<file path="config.mk">
export PLATFORM = sky130hd
export DESIGN_NAME = rc5_key_expansion
export DESIGN_NICKNAME = d
export VERILOG_FILES = /design/src/rtl/rc5ke_pkg.sv /design/src/rtl/rc5ke_ram.sv /design/src/rtl/rc5ke_ctrl.sv /design/src/rtl/rc5ke_dpath.sv /design/src/rtl/rc5_key_expansion.sv
export SDC_FILE = /design/constraint.sdc
export NUM_CORES = 2
export LEC_CHECK = 0
export ABC_AREA = 1
export BUFFER_PORTS_ARGS = -buffer_cell sky130_fd_sc_hd__buf_2
export CAP_MARGIN = 40
export CORE_ASPECT_RATIO = 0.6
export CORE_UTILIZATION = 60
export DETAILED_ROUTE_END_ITERATION = 10
export HOLD_SLACK_MARGIN = 0.06
export PLACE_DENSITY = 0.74
export SLEW_MARGIN = 20
export SYNTH_ARGS = -nofsm -noshare
export SYNTH_HDL_FRONTEND = slang
export SYNTH_SLANG_ARGS = --single-unit
</file>
<file path="constraint.sdc">
create_clock -name clock -period 4.83 [get_ports clock]
set_input_delay 0.2415 -clock clock [delete_from_list [all_inputs] [get_ports clock]]
set_output_delay 0.2415 -clock clock [all_outputs]
set_load 0.02 [all_outputs]
</file>
<file path="src/rtl/rc5ke_pkg.sv">
// Shared package for the RC5 key expansion block.
// Holds the magic constants, the controller command word type and the rotate helpers.
// No dependencies.
`timescale 1ns / 1ps

package rc5ke_pkg;

   localparam logic [31:0] MAGIC_P   = 32'hB7E15163;
   localparam logic [31:0] MAGIC_Q   = 32'h9E3779B9;
   localparam int          KEY_WORDS = 4;
   localparam int          ROT_FIXED = 3;

   typedef struct packed {
      logic load_key;
      logic fill;
      logic rd_table;
      logic mix_a;
      logic mix_b;
      logic rd_emit;
      logic load_out;
      logic last;
   } ctrl_cmd_type;

   function automatic logic [31:0] rotl_var(input logic [31:0] v, input logic [4:0] s);
      logic [63:0] tmp;
      tmp = {v, v} << s;
      return tmp[63:32];
   endfunction

   function automatic logic [31:0] rotl_fixed(input logic [31:0] v);
      return {v[31-ROT_FIXED:0], v[31:32-ROT_FIXED]};
   endfunction

endpackage

</file>
<file path="src/rtl/rc5ke_ram.sv">
// Generic single write port, single read port RAM with registered read data.
// No dependencies.
`timescale 1ns / 1ps

module rc5ke_ram #(
   parameter int WIDTH = 32,
   parameter int DEPTH = 26
) (
   input  logic                       clock,
   input  logic                       wr_en,
   input  logic [$clog2(DEPTH)-1:0]   wr_addr,
   input  logic [WIDTH-1:0]           wr_data,
   input  logic                       rd_en,
   input  logic [$clog2(DEPTH)-1:0]   rd_addr,
   output logic [WIDTH-1:0]           rd_data
);

   logic [WIDTH-1:0] mem_ff [DEPTH];
   logic [WIDTH-1:0] rd_data_ff;

   always_ff @(posedge clock) begin
      if (wr_en) begin
         mem_ff[wr_addr] <= wr_data;
      end
      if (rd_en) begin
         rd_data_ff <= mem_ff[rd_addr];
      end
   end

   assign rd_data = rd_data_ff;

endmodule

</file>
<file path="src/rtl/rc5ke_ctrl.sv">
// Sequencer for the RC5 key expansion: fill, mix and emit phases plus the result valid flag.
// Depends on rc5ke_pkg.
`timescale 1ns / 1ps

module rc5ke_ctrl
   import rc5ke_pkg::*;
#(
   parameter int SUBKEY_COUNT = 26
) (
   input  logic                              clock,
   input  logic                              reset,
   input  logic                              req_valid,
   output logic                              req_ready,
   output logic                              rsp_valid,
   input  logic                              rsp_ready,
   output ctrl_cmd_type                      cmd,
   output logic [$clog2(SUBKEY_COUNT)-1:0]   idx
);

   localparam int TW     = $clog2(SUBKEY_COUNT);
   localparam int ROUNDS = 3 * ((SUBKEY_COUNT > KEY_WORDS) ? SUBKEY_COUNT : KEY_WORDS);
   localparam int CW     = $clog2(ROUNDS);

   localparam logic [2:0] ST_IDLE  = 3'd0;
   localparam logic [2:0] ST_FILL  = 3'd1;
   localparam logic [2:0] ST_PRIME = 3'd2;
   localparam logic [2:0] ST_MIXA  = 3'd3;
   localparam logic [2:0] ST_MIXB  = 3'd4;
   localparam logic [2:0] ST_ERD   = 3'd5;
   localparam logic [2:0] ST_ELD   = 3'd6;

   localparam logic [CW-1:0] CNT_TABLE_LAST = CW'(SUBKEY_COUNT - 1);
   localparam logic [CW-1:0] CNT_MIX_LAST   = CW'(ROUNDS - 1);

   logic [2:0]    state_ff, state_in;
   logic [CW-1:0] cnt_ff, cnt_in;
   logic          valid_ff, valid_in;

   always_comb begin
      state_in = state_ff;
      cnt_in   = cnt_ff;
      valid_in = valid_ff;
      cmd      = '0;
      if (valid_ff && rsp_ready) begin
         valid_in = 1'b0;
      end
      case (state_ff)
         ST_IDLE: begin
            if (req_valid) begin
               cmd.load_key = 1'b1;
               cnt_in       = '0;
               state_in     = ST_FILL;
            end
         end
         ST_FILL: begin
            cmd.fill = 1'b1;
            if (cnt_ff == CNT_TABLE_LAST) begin
               cnt_in   = '0;
               state_in = ST_PRIME;
            end else begin
               cnt_in = cnt_ff + 1'b1;
            end
         end
         ST_PRIME: begin
            cmd.rd_table = 1'b1;
            state_in     = ST_MIXA;
         end
         ST_MIXA: begin
            cmd.mix_a = 1'b1;
            state_in  = ST_MIXB;
         end
         ST_MIXB: begin
            cmd.mix_b    = 1'b1;
            cmd.rd_table = 1'b1;
            if (cnt_ff == CNT_MIX_LAST) begin
               cnt_in   = '0;
               state_in = ST_ERD;
            end else begin
               cnt_in   = cnt_ff + 1'b1;
               state_in = ST_MIXA;
            end
         end
         ST_ERD: begin
            cmd.rd_emit = 1'b1;
            state_in    = ST_ELD;
         end
         ST_ELD: begin
            if (!valid_ff || rsp_ready) begin
               cmd.load_out = 1'b1;
               cmd.last     = (cnt_ff == CNT_TABLE_LAST);
               valid_in     = 1'b1;
               if (cnt_ff == CNT_TABLE_LAST) begin
                  state_in = ST_IDLE;
               end else begin
                  cnt_in   = cnt_ff + 1'b1;
                  state_in = ST_ERD;
               end
            end
         end
         default: begin
            state_in = ST_IDLE;
         end
      endcase
   end

   always_ff @(posedge clock) begin
      if (reset) begin
         state_ff <= ST_IDLE;
         cnt_ff   <= '0;
         valid_ff <= 1'b0;
      end else begin
         state_ff <= state_in;
         cnt_ff   <= cnt_in;
         valid_ff <= valid_in;
      end
   end

   assign req_ready = (state_ff == ST_IDLE);
   assign rsp_valid = valid_ff;
   assign idx       = TW'(cnt_ff);

endmodule

</file>
<file path="src/rtl/rc5ke_dpath.sv">
// Datapath for the RC5 key expansion: key words, mix registers, subkey table and result word.
// Depends on rc5ke_pkg and rc5ke_ram.
`timescale 1ns / 1ps

module rc5ke_dpath
   import rc5ke_pkg::*;
#(
   parameter int SUBKEY_COUNT = 26
) (
   input  logic                              clock,
   input  ctrl_cmd_type                      cmd,
   input  logic [$clog2(SUBKEY_COUNT)-1:0]   idx,
   input  logic [63:0]                       key_low,
   input  logic [63:0]                       key_high,
   output logic [4:0]                        subkey_index,
   output logic [31:0]                       subkey_word,
   output logic                              last_subkey
);

   localparam int TW = $clog2(SUBKEY_COUNT);
   localparam logic [TW-1:0] TI_LAST = TW'(SUBKEY_COUNT - 1);

   logic [31:0]   key_ff [KEY_WORDS];
   logic [31:0]   fill_ff;
   logic [31:0]   a_ff;
   logic [31:0]   b_ff;
   logic [TW-1:0] ti_ff;
   logic [1:0]    kj_ff;
   logic [4:0]    out_index_ff;
   logic [31:0]   out_word_ff;
   logic          out_last_ff;

   logic [31:0]   rd_data;
   logic [31:0]   a_next;
   logic [31:0]   sum_ab;
   logic [31:0]   b_next;
   logic [TW-1:0] ti_inc;
   logic [TW-1:0] ti_rd;
   logic          wr_en;
   logic [TW-1:0] wr_addr;
   logic [31:0]   wr_data;
   logic          rd_en;
   logic [TW-1:0] rd_addr;

   assign a_next  = rotl_fixed(rd_data + a_ff + b_ff);
   assign sum_ab  = a_ff + b_ff;
   assign b_next  = rotl_var(key_ff[kj_ff] + sum_ab, sum_ab[4:0]);
   assign ti_inc  = (ti_ff == TI_LAST) ? '0 : ti_ff + 1'b1;
   assign ti_rd   = cmd.mix_b ? ti_inc : ti_ff;

   assign wr_en   = cmd.fill | cmd.mix_a;
   assign wr_addr = cmd.fill ? idx : ti_ff;
   assign wr_data = cmd.fill ? fill_ff : a_next;
   assign rd_en   = cmd.rd_table | cmd.rd_emit;
   assign rd_addr = cmd.rd_emit ? idx : ti_rd;

   rc5ke_ram #(
      .WIDTH (32),
      .DEPTH (SUBKEY_COUNT)
   ) u_table (
      .clock   (clock),
      .wr_en   (wr_en),
      .wr_addr (wr_addr),
      .wr_data (wr_data),
      .rd_en   (rd_en),
      .rd_addr (rd_addr),
      .rd_data (rd_data)
   );

   always_ff @(posedge clock) begin
      if (cmd.load_key) begin
         key_ff[0] <= key_low[31:0];
         key_ff[1] <= key_low[63:32];
         key_ff[2] <= key_high[31:0];
         key_ff[3] <= key_high[63:32];
         fill_ff   <= MAGIC_P;
         a_ff      <= '0;
         b_ff      <= '0;
         ti_ff     <= '0;
         kj_ff     <= '0;
      end
      if (cmd.fill) begin
         fill_ff <= fill_ff + MAGIC_Q;
      end
      if (cmd.mix_a) begin
         a_ff <= a_next;
      end
      if (cmd.mix_b) begin
         b_ff          <= b_next;
         key_ff[kj_ff] <= b_next;
         ti_ff         <= ti_inc;
         kj_ff         <= kj_ff + 1'b1;
      end
      if (cmd.load_out) begin
         out_index_ff <= 5'(idx);
         out_word_ff  <= rd_data;
         out_last_ff  <= cmd.last;
      end
   end

   assign subkey_index = out_index_ff;
   assign subkey_word  = out_word_ff;
   assign last_subkey  = out_last_ff;

endmodule

</file>
<file path="src/rtl/rc5_key_expansion.sv">
// RC5-32 key schedule: expands a 128-bit key into SUBKEY_COUNT 32-bit subkeys.
// Top level joining rc5ke_ctrl and rc5ke_dpath; depends on rc5ke_pkg.
//
// Usage:
//   req_ channel carries one 128-bit key (req_key_low, req_key_high) per run.
//   rsp_ channel returns SUBKEY_COUNT words in table order, each with its
//   index; rsp_last_subkey marks the final word of the run.
//   One key is worked at a time; req_ready is high only between runs.
// Sequence (N = SUBKEY_COUNT, R = 3 * max(N, 4) mix iterations):
//   the table is filled with N words, then the first table read is primed,
//   then each of the R mix iterations adds/rotates into A, then into B; each
//   emitted word takes a table read, then an output register load. The pace
//   is set by the one-read, one-write table RAM and the two-step mix loop.
// Reset: synchronous, clears the sequencer and the result valid flag; the
//   table and key words hold no value until a key arrives.
// Stall: a low rsp_ready freezes the emit phase with the word held stable.
`timescale 1ns / 1ps

module rc5_key_expansion
   import rc5ke_pkg::*;
#(
   parameter int SUBKEY_COUNT = 26
) (
   input  logic        clock,
   input  logic        reset,
   input  logic        req_valid,
   output logic        req_ready,
   input  logic [63:0] req_key_low,
   input  logic [63:0] req_key_high,
   output logic        rsp_valid,
   input  logic        rsp_ready,
   output logic [4:0]  rsp_subkey_index,
   output logic [31:0] rsp_subkey_word,
   output logic        rsp_last_subkey
);

   localparam int TW = $clog2(SUBKEY_COUNT);

   ctrl_cmd_type  cmd;
   logic [TW-1:0] idx;

   rc5ke_ctrl #(
      .SUBKEY_COUNT (SUBKEY_COUNT)
   ) u_ctrl (
      .clock     (clock),
      .reset     (reset),
      .req_valid (req_valid),
      .req_ready (req_ready),
      .rsp_valid (rsp_valid),
      .rsp_ready (rsp_ready),
      .cmd       (cmd),
      .idx       (idx)
   );

   rc5ke_dpath #(
      .SUBKEY_COUNT (SUBKEY_COUNT)
   ) u_dpath (
      .clock        (clock),
      .cmd          (cmd),
      .idx          (idx),
      .key_low      (req_key_low),
      .key_high     (req_key_high),
      .subkey_index (rsp_subkey_index),
      .subkey_word  (rsp_subkey_word),
      .last_subkey  (rsp_last_subkey)
   );

`ifndef SYNTHESIS
   a_no_key_during_mix: assert property (@(posedge clock) disable iff (reset)
      (cmd.mix_a || cmd.mix_b) |-> !req_ready)
      else $error("key port open during mix");

   a_mix_pairs: assert property (@(posedge clock) disable iff (reset)
      cmd.mix_a |=> cmd.mix_b)
      else $error("mix A step not followed by mix B step");

   a_load_slot_free: assert property (@(posedge clock) disable iff (reset)
      cmd.load_out |-> (!rsp_valid || rsp_ready))
      else $error("result word overwritten before taken");

   a_last_ends_run: assert property (@(posedge clock) disable iff (reset)
      (cmd.load_out && cmd.last) |=> (req_ready && rsp_valid && rsp_last_subkey))
      else $error("run did not close after last word");
`endif

endmodule

</file>
# Word-level counts from Yosys, hierarchy flattened
# Memories as Yosys holds them, arrays and structs flattened. A register that Yosys moved wholly into a read port is not among the register bits.
# Index checks and enable logic that the tools add are counted.
# classes
n_shift	1
n_eq_ne	13
addsub	8
bitwise	2
reduce_logical	13
n_mux	48
# ops
operator	n
$mux 32	7
$add 32x32->32	4
$shl 64x5->64	1
$mux 7	5
$add 32x32->32 const B	1
$reduce_or 32->1	1
$mux 5	6
$pmux 7 s4	1
$pmux 3 s7	1
$mux 1	17
$mux 3	5
$mux 2	6
$eq 3x3->1 const B	3
$add 7x1->7 const B	1
$eq 7x5->1 const B	1
$eq 7x7->1 const B	1
$eq 3x2->1 const B	2
$reduce_bool 2->1	3
$add 5x1->5 const B	1
$eq 5x5->1 const B	1
$ne 2x1->1 const B	2
$ne 2x2->1 const B	2
$reduce_and 4->1	1
$reduce_bool 4->1	1
other kinds (10)	11
# word_totals
mem_bits_rw	960
memories	2
reg_bits	152
output_inout_bits	40
inputBits	132
wordCells	98
# mem_list
memory	words	word_bits	read_ports	rd_ports_with_merged_regs	wr	line_no	rtl
u_dpath.u_table.mem_ff	26	32	1	1	1	rc5ke_ram.sv:18	logic [WIDTH-1:0] mem_ff [DEPTH];
u_dpath.key_ff	4	32	1	1	4	rc5ke_dpath.sv:23	logic [31:0] key_ff [KEY_WORDS];

# Logic depth before layout (Yosys ltp)
# logic_depth
ltp_word	6
depth_mapped	37
depth_no_buf	37

# Hierarchy
# From an unflattened synthesis, not the netlist that was laid out.
# unflattened
cells_unflattened	5691
area_unflattened_um2	56306.5
# modules_own_cells
mod	area_per_inst_um2	cells_each	instances	seq_area_each_um2
rc5ke_ram	35205.0	3071	1	25944.9
rc5ke_dpath	20235.7	2491	1	8117.8
rc5ke_ctrl	865.8	129	1	220.2

# Least setup slack after synthesis
# Ideal clock, no wire load.
# synth_path
path_kind	register to register
start	reg u_dpath.b_ff[0]
end	mem u_dpath.key_ff[0][21] (data pin)
arrival_time_ns	4.064
t_required_ns	4.578
path_buffers	0
setup_slack_ns	0.514
stages_incl_launch_ff	35
synth_period_minus_slack_ns	4.316
path_cell_list	edfxtp_1 > ha_1 > inv_1 > fa_1 > o21ai_1 > nand2_1 > nand2_1 > nand2_1 > nand2_1 > nand2_1 > nand2_1 > nand2_1 > nand2_1 > a31oi_1 > o21ai_1 > a21oi_1 > o21ai_1 > xor2_1 > ha_1 > a21oi_1 > nor2_1 > o21ai_0 > o311ai_0 > a21oi_1 > nand2_1 > nand2_1 > nand3_1 > nand3_1 > nand3_1 > nand3_1 > nand3_1 > nand2_1 > nand2_2 > nand2_1 > nand2_1
# synth_rtl
element	line_no	rtl
start, declared	rc5ke_dpath.sv:26	logic [31:0] b_ff;
start signal, assigned	rc5ke_dpath.sv:89	b_ff <= b_next;
end, declared	rc5ke_dpath.sv:23	

==> flow_summary.toml <==
[critical_path]
cpMaxStageDelayCell = "edfxtp_1"
end_kind = "flip-flop"
arrival_ps = 5750
worstSetupStartpointType = "flip-flop"
path_class = "flip-flop to flip-flop"
crit_fanout = 4
crit_required_ps = 5300
critPathMostFrequentCell = "nand2_1"
slowest_delay_ps = 370

[pwr]
power-per-cell-area_mw_per_mm2 = 695
p_sw_mw = 19.5
internal-power_mw = 26.1
power.leakage_nw = 24.8
worst_ir_drop_vdd_uv = 504
p_sw_share_pct = 42.7
p_clk_share_pct = 17.7
pwr-share-seq_pct = 33.3
comb_power_share_pct = 49.0

[final_layout]
drive_gt1_share_pct = 21.5
area_growth_syn_to_layout_pct = 21.4
finalNonFillerCells = 6706
nets = 5681
post-route-util_pct = 74.1

[clock_network]
clock_path_buffers = 3
path_clk_slew_ps = 70
root_buffer = "clkbuf_16"
h-tree-depth = 3
cts_buffers = 101
insertion_delay_ps = 720
cts_sinks = 1146
cts_tree = "done"

[timing]
layout_min_cycle_time_ps = 5280
drv_slew = 0
postLayoutSetupSlackWorst_ps = -446
timing.slew.headroom_pct = 24.6
setup_viol = 160
hold_violations = 0
finalCritPeriodShare_pct = 109
tightest_slew_ps = 1130
fmax_ghz = 0.190
rsz0062_at_grt = "true"
fin_worst_skew_ps = 34.3

[logic_synthesis]
synth_cell_type_count = 55
synth-seq-cells = 1146
synthCells = 4859
synth_commonest_cells = "1133 x edfxtp_1, 852 x nand2_1, 500 x nor2_1, 422 x o21ai_0, 419 x nand3_1"
synthTopCellsByArea = "edfxtp_1 63%, nand2_1 5.9%, o21ai_0 3.9%"
syn-num-nets = 5126
synth_flop_cell = "edfxtp_1"
yosysMostFrequentCell = "edfxtp_1"
async_reset_ff_share_pct = 0
synth_warnings = 0
yosysTopAreaCell = "edfxtp_1"
synth_seq_area_share_pct = 63.5
syn_area_per_cell_um2 = 11.1
synth_top_cell_area_share_pct = 63.0
synth-edff-count = 1133
syn_area_mm2 = 0.0540

[detailed_routing]
remaining_drc_errors = 0
drt_iter0_drc = 6760
routedWlPerCell_um = 26.1
vias = 43167
first_pass_iters = 7
wirelength_um = 175000
vias_per_cell = 6.44
ant_nets = 0

[die]
initial_core_util_pct = 61.1
die_x_um = 389
io_pins = 172
die_h_um = 234
rows = 84
core_area_mm2 = 0.0884
die_area_mm2 = 0.0912

[placement]
portBuffers = 171
dp_hpwl_um = 111000
placed_cells = 6344
place_congestion = 1.15

[global_route]
track_usage_pct = 37.5
grt_overflow = 0
grt_first_pass_wirelength_um = 251000
grt_max_degree = 132
grt_pass1_vias = 39307
antenna_found_initial = 8

[outcome]
failed_checks = "setup timing"
status = "finished with violations"

[min_path]
min_path_type = "input port to flip-flop"

[job]
drv_cap = 0
critical path, delay by kind of cell (launching register included):
kind | cells | cell delay [ps]
simple gates | 20 | 2000
xor+xnor | 1 | 130
buf+inv | 4 | 460
fa+ha+maj | 3 | 790
compound gates | 7 | 1280
flops | 1 | 370
logic make-up after synthesis:
| logic type | count (synthesis) | share of synthesized area [%] |
|---|---|---|
| fa+ha+maj | 135 | 3.60 |
| simple gates | 1921 | 15.0 |
| buf+inv | 518 | 4.00 |
| flops | 1146 | 63.5 |
| compound gates | 969 | 10.9 |
| xor+xnor | 74 | 1.20 |
| mux | 96 | 1.78 |
per-stage QoR:
| step | setup TNS (ps) | total power [mW] | setup WS (ps) | cell area, um^2 | hold WS [ps] |
|---|---|---|---|---|---|
| after floorplan | 0 | 25.9 | 514 | 54000 | 311 |
| after global placement | -92250 | 33.1 | -721 | 58500 | 467 |
| after detailed placement | -99970 | 33.4 | -784 | 58600 | 488 |
| after CTS | -1790 | 42.7 | -68.3 | 64200 | 289 |
| after global routing | -70900 | 47.1 | -620 | 65500 | 301 |
| final | -43210 | 45.5 | -446 | 65500 | 320 |
flip-flops by register name, summed over array words and instances (netlist names), named ones only:
name                     cells
u_ctrl.state_ff              3
u_dpath.subkey_word         32
u_ctrl.rsp_valid             1
u_dpath.last_subkey          1
u_dpath.b_ff                32
u_dpath.fill_ff             32
u_dpath.kj_ff                2
u_dpath.ti_ff                5
u_dpath.subkey_index         5
u_ctrl.cnt_ff                7
u_dpath.key_ff             128
u_dpath.u_table.mem_ff     832
u_dpath.a_ff                32
u_dpath.u_table.rd_data     32
per-layer routing:
metal	GRT usage [%]	wire length (um)	part of all wire, %	vias up
met5	3.95	674	0.38	-
met4	10.0	4930	2.8	18
met3	15.2	29900	17	423
met2	48.9	69500	40	3407
met1	57.0	70200	40	20587
li1	-	-	-	18732
cell usage in the layout, fill, tap and decap left out, types with 75 or more instances in the layout:
cell              n
inv_1           238
clkbuf_16       102
a21oi_1         145
buf_4           352
o21ai_1          75
edfxtp_1       1133
nand3_1         264
nor2_1          452
ha_1             95
dlygate4sd3_1   132
buf_2           171
o21ai_0         378
nand2_1         773
nand3_2         114
o221ai_1        163
mux2i_1          96
power by group through the flow:
| stage | sequential (mW) | combinational, mW | clock [mW] |
|---|---|---|---|
| after floorplan | 15.4 | 10.5 | 0 |
| after global placement | 15.3 | 17.7 | 0 |
| after detailed placement | 15.3 | 18.1 | 0 |
| after CTS | 15.1 | 19.4 | 8.08 |
| after global routing | 15.2 | 23.4 | 8.45 |
| final | 15.2 | 22.3 | 8.07 |
timing repair:
item	in CTS	in global routing
hold buffers	132	0
buffers inserted	18	20
endpoints found under the setup margin	160	186
cloned	0	0
resized for setup	221	232
endpoints found under the hold margin	136	0
pin swaps	70	75
final timing paths:
path	startpoint	endpoint	slack [ps]	cells after the start
max	u_dpath.b_ff[0]$_SDFFCE_PN0N_	u_dpath.key_ff[2][30]$_DFFE_PP_	-450	35
min	reset	u_ctrl.rsp_valid$_SDFF_PP0_	320	3
max reg2reg	u_dpath.b_ff[0]$_SDFFCE_PN0N_	u_dpath.key_ff[2][30]$_DFFE_PP_	-450	35
min reg2reg	u_dpath.u_table.rd_data[31]$_DFFE_PP_	u_dpath.subkey_word[31]$_DFFE_PP_	500	0
area by class of cell:
class,count,area [um^2]
diodes,7,17.5
multi-input cells,3195,19800
clock buffers,129,2650
inverters,266,1010
well taps,1204,1510
clock inverters,55,559
repair buffers,704,5680
flip-flops and latches,1146,34300
fillers,5728,22900
Note: power is estimated with default switching activity, not from simulation.
